## config.mk

```make
export PLATFORM = sky130hd
export DESIGN_NAME = sjs_front_flat
export DESIGN_NICKNAME = d
export VERILOG_FILES = /design/src/hw/rtl/sjs_pkg.sv /design/src/hw/rtl/sjs_if.sv /design/src/hw/rtl/sjs_front.sv /design/src/flat_wrapper.sv
export SDC_FILE = /design/constraint.sdc
export NUM_CORES = 1
export LEC_CHECK = 0
export BUFFER_PORTS_ARGS = -buffer_cell sky130_fd_sc_hd__buf_2
export CELL_PAD_IN_SITES_DETAIL_PLACEMENT = 0
export CELL_PAD_IN_SITES_GLOBAL_PLACEMENT = 1
export CORE_UTILIZATION = 44
export CTS_CLUSTER_DIAMETER = 40
export CTS_CLUSTER_SIZE = 20
export DETAILED_ROUTE_END_ITERATION = 6
export PLACE_DENSITY = 0.73
export SETUP_SLACK_MARGIN = 0.4
export SYNTH_ARGS = -nofsm -noshare
export SYNTH_HDL_FRONTEND = slang
export SYNTH_SLANG_ARGS = --single-unit
```

## constraint.sdc

```tcl
create_clock -name clk -period 3 [get_ports clk]
set_clock_uncertainty 0.15 [all_clocks]
set_input_delay 0 -clock clk [delete_from_list [all_inputs] [get_ports clk]]
set_output_delay 0 -clock clk [all_outputs]
set_load 0.005 [all_outputs]
```

## src/hw/rtl/sjs_pkg.sv

```systemverilog
package sjs_pkg;

	localparam int MAX_WINDOW = 32;
	localparam int BASES      = 4;
	localparam int VALUE_BITS = 16;
	localparam int IDX_W      = 5;
	localparam int CNT_W      = 6;
	localparam int SUM_W      = 23;
	localparam int MAG_W      = VALUE_BITS + 1;
	localparam int SCALE_W    = 32;
	localparam int PROD_W     = MAG_W + SCALE_W;
	localparam int AX_W       = 32;
	localparam int DEN_W      = 40;
	localparam int NUM_W      = 41;
	localparam int DVD_W      = 55;
	localparam int DVS_W      = 41;
	localparam int SIM_W      = 16;
	localparam int QDEPTH     = 4;
	localparam int QPTR_W     = 2;
	localparam int BASE_W     = 2;

	localparam logic OP_MOTIF = 1'b0;
	localparam logic OP_PUSH  = 1'b1;

	localparam logic [CNT_W-1:0] WIN_RESET = CNT_W'(MAX_WINDOW);

	typedef logic [BASES-1:0][VALUE_BITS-1:0] row_t;

	typedef struct packed {
		logic             op;
		logic [IDX_W-1:0] row_index;
		logic             start_req;
		row_t             vals;
	} item_t;

	typedef struct packed {
		logic  valid;
		item_t item;
	} qhead_t;

	// Magnitude of a signed value, one bit wider so that the most negative fits.
	function automatic logic [MAG_W-1:0] mag(input logic [VALUE_BITS-1:0] v);
		logic [MAG_W-1:0] e;
		e = {v[VALUE_BITS-1], v};
		return v[VALUE_BITS-1] ? (~e + 1'b1) : e;
	endfunction

endpackage

```

## src/hw/rtl/sjs_if.sv

```systemverilog
interface sjs_item_if;
	logic                                   valid;
	logic                                   ready;
	logic                                   op;
	logic [sjs_pkg::IDX_W-1:0]              row_index;
	logic                                   start_req;
	logic signed [sjs_pkg::VALUE_BITS-1:0]  value_a;
	logic signed [sjs_pkg::VALUE_BITS-1:0]  value_c;
	logic signed [sjs_pkg::VALUE_BITS-1:0]  value_g;
	logic signed [sjs_pkg::VALUE_BITS-1:0]  value_t;

	modport source (output valid, op, row_index, start_req, value_a, value_c, value_g,
		value_t, input ready);
	modport sink (input valid, op, row_index, start_req, value_a, value_c, value_g,
		value_t, output ready);
endinterface


```

## src/hw/rtl/sjs_front.sv

```systemverilog
module sjs_front (
	input  logic            clk,
	input  logic            arst_n,
	sjs_item_if.sink        items,
	input  logic            pop,
	output sjs_pkg::qhead_t head
);
	import sjs_pkg::*;

	item_t              q_mem_q [QDEPTH];
	logic [QPTR_W-1:0]  wr_ptr_q;
	logic [QPTR_W-1:0]  rd_ptr_q;
	logic [QPTR_W:0]    cnt_q;
	logic               push;
	item_t              in_item;

	assign items.ready = (cnt_q != (QPTR_W+1)'(QDEPTH));
	assign push        = items.valid && items.ready;

	// Classify the item on entry: motif loads and pushes are tagged by op.
	always_comb begin
		in_item.op        = items.op;
		in_item.row_index = items.row_index;
		in_item.start_req = (items.op == OP_PUSH) && items.start_req;
		in_item.vals      = {items.value_t, items.value_g, items.value_c, items.value_a};
	end

	always_ff @(posedge clk) begin
		if (push) begin
			q_mem_q[wr_ptr_q] <= in_item;
		end
	end

	always_ff @(posedge clk or negedge arst_n) begin
		if (!arst_n) begin
			wr_ptr_q <= '0;
			rd_ptr_q <= '0;
			cnt_q    <= '0;
		end else begin
			if (push) begin
				wr_ptr_q <= wr_ptr_q + 1'b1;
			end
			if (pop) begin
				rd_ptr_q <= rd_ptr_q + 1'b1;
			end
			case ({push, pop})
				2'b10:   cnt_q <= cnt_q + 1'b1;
				2'b01:   cnt_q <= cnt_q - 1'b1;
				default: cnt_q <= cnt_q;
			endcase
		end
	end

	assign head.valid = (cnt_q != '0);
	assign head.item  = q_mem_q[rd_ptr_q];

endmodule

```

## src/flat_wrapper.sv

```systemverilog
// flat-port wrapper written by rule: the top's interface ports become plain ports
module sjs_front_flat import sjs_pkg::*;
  (clk, arst_n, pop, head, items_valid, items_op, items_row_index, items_start_req, items_value_a, items_value_c, items_value_g, items_value_t, items_ready);
  sjs_item_if items_i ();
  input  logic clk;
  input  logic arst_n;
  input  logic pop;
  output sjs_pkg::qhead_t head;
  input wire logic [$bits(items_i.valid)-1:0] items_valid;
  input wire logic [$bits(items_i.op)-1:0] items_op;
  input wire logic [$bits(items_i.row_index)-1:0] items_row_index;
  input wire logic [$bits(items_i.start_req)-1:0] items_start_req;
  input wire logic [$bits(items_i.value_a)-1:0] items_value_a;
  input wire logic [$bits(items_i.value_c)-1:0] items_value_c;
  input wire logic [$bits(items_i.value_g)-1:0] items_value_g;
  input wire logic [$bits(items_i.value_t)-1:0] items_value_t;
  output wire logic [$bits(items_i.ready)-1:0] items_ready;
  assign items_i.valid = items_valid;
  assign items_i.op = items_op;
  assign items_i.row_index = items_row_index;
  assign items_i.start_req = items_start_req;
  assign items_i.value_a = items_value_a;
  assign items_i.value_c = items_value_c;
  assign items_i.value_g = items_value_g;
  assign items_i.value_t = items_value_t;
  assign items_ready = items_i.ready;
  sjs_front u_core (.clk(clk), .arst_n(arst_n), .items(items_i), .pop(pop), .head(head));
endmodule
```

---- Yosys cells after proc, flatten, opt, wreduce, memory -nomap -nowiden ----
Memories as Yosys holds them, arrays and structs flattened.
Cells that the tools add are included.
word-level totals
  word-level logic and storage cells ...... 18
  memories ................................ 1
  register bits ........................... 7
  memory bits (writable) .................. 284
memories
  memory          depth  width  read ports  clocked after memory_dff  wr ports  RTL line         RTL
  u_core.q_mem_q  4      71     1           0                         1         sjs_front.sv:10  item_t q_mem_q [QDEPTH];
operators by class
  add/sub/neg operators ................... 4
  mux-type cells .......................... 3
  equality and inequality tests ........... 3
  reduce and logical (&&, ||, !) cells .... 4
operator list
  cell                   number
  $pmux W3 S2            1
  $add A2 B1 Y2 const B  2
  $add A3 B1 Y3 const B  1
  $ne A3 B3 Y1 const B   1
  $reduce_bool A3 Y1     1
  $sub A3 B1 Y3 const B  1
  $eq A2 B1 Y1 const B   1
  $eq A2 B2 Y1 const B   1
  $logic_and A1 B1 Y1    2
  $mux W1                2
  $reduce_bool A2 Y1     1

---- Depth between registers and ports, before layout ----
Gate-level depths: netlist of the first run.
  word-level depth ........................ 4
  depth in mapped cells ................... 9
  gate-level depth less buffers ........... 9

---- Worst setup path after synthesis of the first run ----
Ideal clock, no wire load.
  kind .................................... reg2reg
  start point ............................. reg u_core.cnt_q[0]
  end point ............................... reg u_core.cnt_q[2]
  period minus slack after synthesis ...... 2.195 ns
  cell stages (with the launch flop) ...... 10
  library setup time ...................... 0.079 ns
  setup slack ............................. 0.805 ns
  data arrival time ....................... 1.966 ns
  cell sequence ........................... dfrtp_1 > or3b_4 > and2_4 > inv_1 > ha_1 > inv_1 > fa_1 > xor2_1 > nor2_1 > xor2_1
between the ends
  word-level cells in the longest chain between the ends .. 4
  elaborated cells between the ends (all ways) .. 8
  those cells by class .................... 2 x add/sub; 3 x eq/ne; 1 x mux; 2 x reduce/logical
RTL lines
  item                                                      RTL line            RTL
  from (decl)                                               sjs_front.sv:13     logic [QPTR_W:0] cnt_q;
  from (signal assigned)                                    sjs_front.sv:47     2'b10: cnt_q <= cnt_q + 1'b1;
  from (signal assigned)                                    sjs_front.sv:48     2'b01: cnt_q <= cnt_q - 1'b1;
  from (signal assigned)                                    sjs_front.sv:49     default: cnt_q <= cnt_q;
  $ne A3 B3 Y1 (*)                                          sjs_front.sv:17     assign items.ready = (cnt_q != (QPTR_W+1)'(QDEPTH));
  via items_ready                                           flat_wrapper.sv:17  output wire logic [$bits(items_i.ready)-1:0] items_ready;
  $logic_and A1 B1 Y1 (*)                                   sjs_front.sv:18     assign push = items.valid && items.ready;
  $eq A2 B1 Y1 / $eq A2 B2 Y1 (equally long branches)       sjs_front.sv:46     case ({push, pop})
  $pmux W3 S2 / $reduce_bool A2 Y1 (equally long branches)  -
Mark *: on every way through the listed nets, which the timed path passes. The rest lies on a longest branch.
A chain may end at the register's enable or synchronous reset.

==> flow_metrics.tcl, run 1 <==
set metrics [dict create \
    first_pass_iters 4 \
    drc 0 \
    mostFrequentLayoutCells "edfxtp_1 (284), buf_2 (147), dlygate4sd3_1 (75)" \
    final_nets 746 \
    clockBufferDepth 3 \
    synth_async_sr_flop_share 0.0241 \
    max_cap_viol_count 0 \
    wl_per_cell_um 19.4 \
    cts_tree "done" \
    numCtsBuffers 37 \
    syn_area_mm2 0.0106 \
    worstPathArrival_ps 2230 \
    slowest_stage "dfrtp_4" \
    critical_path.max_fanout 38 \
    ys_types 20 \
    worst_slew_pin_slew_ps 499 \
    vdd_ir_drop_max_mv 0.618 \
    antenna_found_initial 1 \
    start_util 0.451 \
    viasPerCell 4.98 \
    drt_iter0_markers 322 \
    die_x_um 158 \
    yosysSeqAreaShare 0.817 \
    die_h_um 158 \
    end_kind "output port" \
    synth-warning-count 0 \
    hp-class "in -> reg" \
    period_minus_slack_ps 2380 \
    n_fill_cell 1700 \
    die-area_mm2 0.0248 \
    fin_crit_sh 0.792 \
    totalWireLength_mm 19.7 \
    p_leak_uw 0.00489 \
    core_mm2 0.0236 \
    p_per_area_mw_per_mm2 974 \
    total_power_uw 13500 \
    syn_inst 408 \
    clkSlewWorstSetupHoldPaths_ps 60 \
    grt_max_degree 44 \
    critPathLaunchType "flip-flop" \
    timing.setup.tns_ps 0 \
    crit_type "reg -> out" \
    setup_violations 0 \
    clock-sinks 291 \
    insertion_delay_ps 500 \
    crit_buf_inv 2 \
    num_io_pins 148 \
    via_count 5047 \
    slew_headroom 0.668 \
    grt_pass1_wl_mm 30.2 \
    hpwl_mm 11.4 \
    root_buffer "clkbuf_16" \
    drtAntennaViolNets 0 \
    rows 56 \
    fmax_mhz 421 \
    synth.ff_latch_count 291 \
    report.final.slew_viol_count 0 \
    run_status "completed" \
    grt_setup_unrepaired "no" \
    worstPathRequired_ps 2850 \
    crit_family "flip-flops" \
    io_buffers 147 \
    slowest_delay_ps 620 \
    area_growth_pct 30.7 \
    grt_pass1_vias 5504 \
    grt_overflow 0 \
    syn-mean-instance-area_um2 26.1 \
    hold_viol_final 0 \
    drive_gt1_frac 0.439 \
    synth-edff-count 284 \
    path_cells "buf_12, mux4_2, buf_2" \
    syn_nets 489 \
    synth_ff_type "edfxtp_1" \
    htree_levels 2 \
    layout_commonest_cell "edfxtp_1" \
    place.gp.congestion 0.729 \
    grtUsageTotal 0.166 \
]
sequential cells by signal, indices dropped and copies added (netlist names):
register / cells
u_core.q_mem_q: 284
u_core.wr_ptr_q: 2
u_core.cnt_q: 3
u_core.rd_ptr_q: 2
Yosys cell counts, types with 3 or more instances:
cell type	n	share of area
clkbuf_1	5	0.0018
buf_2	4	0.0019
dfrtp_1	7	0.016
inv_1	6	0.0021
mux4_2	71	0.15
ha_1	5	0.0059
xor2_1	3	0.0025
edfxtp_1	284	0.80
buf_4	7	0.0049
and3_2	4	0.0028
xnor2_1	3	0.0025
timing repair:
action | in CTS | in global routing
setup buffers | 0 | 0
hold buffers | 75 | 0
endpoints found under the hold margin | 348 | 0
resized for setup | 0 | 0
per-layer routing:
metal	vias to the layer above	track usage	routed length, µm
met5	-	0	0
met4	0	0.0546	398
met3	32	0.0372	1060
met2	142	0.279	9930
met1	2596	0.214	8270
li1	2277	-	-
cell type report:
class                           instances  area [µm²]  share of cell area
Antenna cell                            1        2.50            0.000180
Tap cell                              319         399              0.0287
Clock inverter                         28         302              0.0217
Inverter                                6        22.5             0.00162
Sequential cell                       291        8710               0.626
Clock buffer                           40         980              0.0704
Multi-Input combinational cell         95        1850               0.133
Timing Repair Buffer                  234        1650               0.119
report_power, final:
part           internal, µW  total, µW  switching (µW)
logic                  1770       3370            1600
registers              5380       5710             332
clock network          2770       4470            1700
total                  9920      13500            3630
final timing paths:
kind | cells past startpoint | slack (ps) | endpoint | startpoint
max in group asynchronous | 3 | 2060 | u_core.rd_ptr_q[1]$_DFFE_PN0P_ | arst_n
worst max register to register | 9 | 650 | u_core.cnt_q[2]$_DFFE_PN0P_ | u_core.cnt_q[0]$_DFFE_PN0P_
worst max-delay path | 3 | 620 | head[8] | u_core.rd_ptr_q[0]$_DFFE_PN0P_
min in group asynchronous | 3 | 340 | u_core.cnt_q[0]$_DFFE_PN0P_ | arst_n
worst min register to register | 1 | 360 | u_core.cnt_q[2]$_DFFE_PN0P_ | u_core.cnt_q[2]$_DFFE_PN0P_
worst min-delay path | 2 | 90 | u_core.q_mem_q[2][46]$_DFFE_PP_ | items_value_g[14]
through the flow:
| step | utilization | instances | setup WS, ps | hold slack, ps | instance area [µm²] |
|---|---|---|---|---|---|
| floorplan | - | 408 | 805 | -446 | 10600 |
| global placement | 0.503 | 870 | 698 | -311 | 11900 |
| detailed placement | 0.503 | 870 | 693 | -299 | 11900 |
| CTS | 0.589 | 1013 | 539 | 69.8 | 13900 |
| global route | 0.589 | 1014 | 486 | 82.4 | 13900 |
| finish | 0.589 | 1014 | 623 | 93.7 | 13900 |
cells by family (layout without fill, tap and decap cells):
kind of cell | after synthesis | in the layout | synth area share
xor gates and xnor gates | 6 | 6 | 0.00494
other | 0 | 1 | 0
buffers and inverters | 22 | 308 | 0.0107
adders and majority gates | 6 | 6 | 0.00776
and+or+nand+nor | 10 | 10 | 0.00670
muxes | 73 | 73 | 0.153
DFF | 291 | 291 | 0.817
Note: power is estimated with default switching activity, not from simulation.
==> run 2, diff against run 1 <==
Clock period 3 ns to 2.31 ns, I/O delays scaled along.
==> run 2 against run 1 <==
Against the previous run: die area stayed put; register-to-register slack worse by 480 ps; clock power is 32% higher; non-clock buffer count is 37 higher; core utilization is 2.9 points higher; global-route usage is 0.74 points higher; combinational power is 77% higher; cell area is 5.0% higher; wire length is 7.9% higher; largest power group unchanged; highest routed layer unchanged.
==> flow_metrics.tcl, run 2 (synthesis results as in run 1) <==
set metrics [dict create \
    run_status "completed" \
    wl_per_cell_um 20.3 \
    root_buffer "clkbuf_16" \
    start_util 0.451 \
    setup_slack_ps 171 \
    top_regs "u_core.q_mem_q (284), u_core.cnt_q (3)" \
    clock-sinks 291 \
    r2r-end "u_core.cnt_q[2]$_DFFE_PN0P_" \
    area_growth_pct 37.2 \
    hp-class "in -> reg" \
    grt_pass1_vias 5724 \
    hold_viol_final 0 \
    largest_register "u_core.q_mem_q" \
    vdd_ir_drop_max_mv 0.983 \
    clockBufferDepth 3 \
    grt_pass1_wl_mm 31.5 \
    report.final.slew_viol_count 0 \
    finish.utilization 0.619 \
    mostFrequentLayoutCells "edfxtp_1 (284), buf_2 (129), dlygate4sd3_1 (75)" \
    setup_violations 0 \
    die-area_mm2 0.0248 \
    grt_setup_unrepaired "yes" \
    hpwl_mm 11.7 \
    whs_path_depth 2 \
    worst_slew_pin_slew_ps 401 \
    p_leak_uw 0.00520 \
    drt_iter0_markers 271 \
    r2r_cells 9 \
    numCtsBuffers 35 \
    layout_commonest_cell "edfxtp_1" \
    path_cells "or3b_4, and2_4, inv_2, ha_4, inv_2, fa_2, xor2_1, nor2_1, xor2_1" \
    critPathLaunchType "flip-flop" \
    critical_path.max_fanout 3 \
    cts_tree "done" \
    insertion_delay_ps 500 \
    r2r_slack_ps 170 \
    grt_max_degree 43 \
    p_per_area_mw_per_mm2 1310 \
    slew_headroom 0.733 \
    finalHoldWorstSlack_ps 99.0 \
    period_minus_slack_ps 2140 \
    via_count 5295 \
    min_from "items_value_g[3]" \
    timing.setup.tns_ps 0 \
    worstPathRequired_ps 2590 \
    hold-path-endpoint "u_core.q_mem_q[2][35]$_DFFE_PP_" \
    fin_crit_sh 0.926 \
    max_cap_viol_count 0 \
    timing.rr.start "u_core.cnt_q[1]$_DFFE_PN0P_" \
    clkSlewWorstSetupHoldPaths_ps 70 \
    first_pass_iters 4 \
    post-place-ws_ps 39.8 \
    crit_type "reg -> reg" \
    antenna_found_initial 0 \
    largest_register_ffs 284 \
    worstPathArrival_ps 2420 \
    core_mm2 0.0236 \
    drive_gt1_frac 0.471 \
    grtUsageTotal 0.173 \
    slowest_stage "dfrtp_1" \
    place.gp.congestion 0.704 \
    drtAntennaViolNets 0 \
    slowest_delay_ps 390 \
    io_buffers 147 \
    num_io_pins 148 \
    die_h_um 158 \
    die_x_um 158 \
    grt_overflow 0 \
    end_kind "flip-flop" \
    drc 0 \
    num_antenna_cells 0 \
    rows 56 \
    totalWireLength_mm 21.2 \
    fmax_mhz 467 \
    final_nets 781 \
    viasPerCell 5.07 \
    htree_levels 2 \
]
-- run 2: area by class of cell --
type                    instances  area [µm²]
fillers                      1652        9010
flip-flops and latches        291        8710
repair buffers                271        2330
multi-input cells              95        1860
clock buffers                  40         957
well taps                     319         399
clock inverters                23         329
inverters                       6        22.5
-- run 2: timing repair --
action                                  in CTS  in global routing
buffers inserted                             7                 14
hold buffers                                75                  0
gates resized for setup                     19                 22
cloned                                       6                  2
endpoints found under the hold margin      331                  0
pin swaps                                    4                  2
endpoints found under the setup margin      73                236
-- run 2: per-stage QoR --
stage | instance area, µm² | cells | total power (µW)
2_1_floorplan | 10700 | 408 | 10100
3_3_place_gp | 12000 | 878 | 12000
3_5_place_dp | 12000 | 878 | 12100
4_1_cts | 14300 | 1029 | 18800
5_1_grt | 14600 | 1045 | 19900
6_report | 14600 | 1045 | 19100
-- run 2: routing by layer --
metal	vias up	GRT usage	wire length, µm
li1	2343	-	-
met1	2748	0.230	8970
met2	169	0.287	10600
met3	35	0.0396	1280
met4	0	0.0504	369
met5	-	0	0
-- run 2: power by group --
part / switching, µW / internal [µW]
sequential: 295 / 6980
clock: 2160 / 3710
combinational: 2590 / 3370
total: 5050 / 14100
-- run 2: worst max path at each step --
stage / start / endpoint / slack [ps] / depth (start not counted)
floorplan: u_core.cnt_q[0]$_DFFE_PN0P_ / u_core.cnt_q[2]$_DFFE_PN0P_ / 160 / 9
global placement: u_core.cnt_q[0]$_DFFE_PN0P_ / u_core.cnt_q[2]$_DFFE_PN0P_ / 130 / 9
detailed placement: u_core.cnt_q[0]$_DFFE_PN0P_ / u_core.cnt_q[2]$_DFFE_PN0P_ / 40 / 9
CTS: u_core.rd_ptr_q[0]$_DFFE_PN0P_ / head[0] / 170 / 4
global route: u_core.cnt_q[2]$_DFFE_PN0P_ / u_core.cnt_q[2]$_DFFE_PN0P_ / 70 / 9
finish: u_core.cnt_q[1]$_DFFE_PN0P_ / u_core.cnt_q[2]$_DFFE_PN0P_ / 170 / 9
-- run 2: worst max-delay path: cells and delay by family (launching register included) --
kind,cells,cell delay (ps)
xor gates and xnor gates,2,300
buffers and inverters,2,100
and+or+nand+nor,3,670
adders and majority gates,2,460
DFF,1,390
==> run 3, diff against run 2 <==
Settings changed: RECOVER_POWER set to 100.
Clock period 2.31 ns to 2.2 ns, I/O delays scaled along.
==> run 3 against run 2 <==
Against the previous run: the run now ends with hold timing left; via count grew 2.3%; hold slack lost 510 ps; clock-buffer cell count grew 3; clock power is essentially flat; critical endpoint unchanged; largest power group unchanged.
==> flow_metrics.tcl, run 3 (synthesis results as in run 1) <==
set metrics [dict create \
    grt_overflow 0 \
    drt_iter0_markers 314 \
    via_count 5417 \
    clkSlewWorstSetupHoldPaths_ps 50 \
    vdd_ir_drop_max_mv 0.794 \
    worst_slew_pin_slew_ps 330 \
    n_fill_cell 1622 \
    switching_share 0.263 \
    worstPathRequired_ps 2470 \
    crit_family "simple AND/OR/NAND/NOR gates" \
    grt_setup_unrepaired "yes" \
    setup_slack_ps 20.9 \
    p_per_area_mw_per_mm2 1380 \
    p_leak_uw 0.00510 \
    start_util 0.451 \
    critical_path.max_fanout 3 \
    mostFrequentLayoutCells "edfxtp_1 (284), clkbuf_1 (76), dlygate4sd3_1 (76)" \
    internal_power_uw 15100 \
    critPathLaunchType "flip-flop" \
    die_h_um 158 \
    worstPathArrival_ps 2450 \
    core_mm2 0.0236 \
    end_kind "flip-flop" \
    violations "hold timing" \
    hp-class "in -> reg" \
    die-area_mm2 0.0248 \
    hpwl_mm 12.3 \
    fin_crit_sh 0.991 \
    wl_per_cell_um 21.0 \
    insertion_delay_ps 500 \
    hold_viol_final 1 \
    largest_register_ffs 284 \
    rows 56 \
    htree_levels 2 \
    largest_register "u_core.q_mem_q" \
    slowest_stage "or3b_4" \
    crit_buf_inv 2 \
    p_seq_frac 0.375 \
    die_x_um 158 \
    slowest_delay_ps 390 \
    first_pass_iters 4 \
    top_regs "u_core.q_mem_q (284), u_core.cnt_q (3)" \
    period_minus_slack_ps 2180 \
    cts_tree "done" \
    clockPowerShare 0.287 \
    path_cells "or3b_4, and2_4, inv_2, ha_4, inv_2, fa_2, xor2_1, nor2_1, xor2_1" \
    setup_violations 0 \
    area_growth_pct 38.9 \
    grt_pass1_wl_mm 32.7 \
    drive_gt1_frac 0.371 \
    power_frac_comb 0.338 \
    crit_type "reg -> reg" \
    grt_pass1_vias 5753 \
    fmax_mhz 459 \
    clockBufferDepth 3 \
    viasPerCell 5.12 \
    clock-sinks 291 \
    layout_commonest_cell "edfxtp_1" \
    report.final.slew_viol_count 0 \
    p_sw_uw 5380 \
    io_buffers 147 \
    slew_headroom 0.779 \
    place.gp.congestion 0.697 \
    final_nets 793 \
    totalWireLength_mm 22.2 \
    num_io_pins 148 \
    run_status "finished, violations left" \
    grt_max_degree 38 \
    postCtsHoldBufs 77 \
    drc 0 \
    finalHoldWorstSlack_ps -412 \
    numCtsBuffers 36 \
    root_buffer "clkbuf_16" \
    max_cap_viol_count 0 \
    post-place-ws_ps -51.4 \
    grtUsageTotal 0.180 \
    drtAntennaViolNets 0 \
    antenna_found_initial 1 \
]
==> run 3: power by group through the flow <==
stage               clock network (µW)  logic (µW)  registers (µW)
global placement                     0        4990            7760
CTS                               6010        6020            7700
detailed placement                   0        5060            7840
finish                            5880        6910            7660
floorplan                            0        2950            7610
global route                      6220        7370            7750
==> run 3: stage by stage <==
stage	power (µW)	TNS, ps	cell area, µm²	utilization	cells
2_1_floorplan	10600	0	10700	-	408
3_3_place_gp	12700	0	12100	0.512	878
3_5_place_dp	12900	-51.4	12100	0.512	878
4_1_cts	19700	0	14400	0.611	1042
5_1_grt	21300	-130	14800	0.626	1058
6_report	20500	0	14800	0.626	1058
==> run 3: final timing paths <==
path                       cells after the start                        endpoint  slack [ps]                         from
max                                            9     u_core.cnt_q[2]$_DFFE_PN0P_          20  u_core.cnt_q[2]$_DFFE_PN0P_
min                                            2  u_core.rd_ptr_q[0]$_DFFE_PN0P_        -410                          pop
max reg2reg                                    9     u_core.cnt_q[2]$_DFFE_PN0P_          20  u_core.cnt_q[2]$_DFFE_PN0P_
min reg2reg                                    1     u_core.cnt_q[2]$_DFFE_PN0P_         360  u_core.cnt_q[2]$_DFFE_PN0P_
max in group asynchronous                      3  u_core.rd_ptr_q[0]$_DFFE_PN0P_        1290                       arst_n
min in group asynchronous                      3     u_core.cnt_q[0]$_DFFE_PN0P_         330                       arst_n
==> run 3: cell type report <==
cell class / count / area (µm²) / area share
sequential: 291 / 8710 / 0.589
timing repair buffer: 281 / 2580 / 0.174
multi-input combinational: 96 / 1870 / 0.127
clock buffer: 43 / 948 / 0.0641
tap: 319 / 399 / 0.0270
clock inverter: 21 / 259 / 0.0175
inverter: 6 / 22.5 / 0.00152
antenna: 1 / 2.50 / 0.000169
==> run 3: what timing repair did <==
item                       in CTS  in global routing
cloned                          6                  6
resized for setup              14                 50
setup endpoints to repair     247                130
buffers inserted               17                 10
pin swaps                       7                  0
hold endpoints to repair      304                  1
==> run 3: per-layer routing <==
layer  vias up  wire, µm  GRT usage
met5         -         0          0
met4         0       386     0.0564
met3        32      1170     0.0427
met2       161     11200      0.298
met1      2849      9480      0.238
li1       2375         -          -
==> run 3: worst register-to-register path, stage by stage, from the launching register on <==
cell	delay (ps)
dfrtp_1	380
or3b_4	400
and2_4	150
inv_2	60
ha_4	130
inv_2	40
fa_2	320
xor2_1	150
nor2_1	150
xor2_1	180
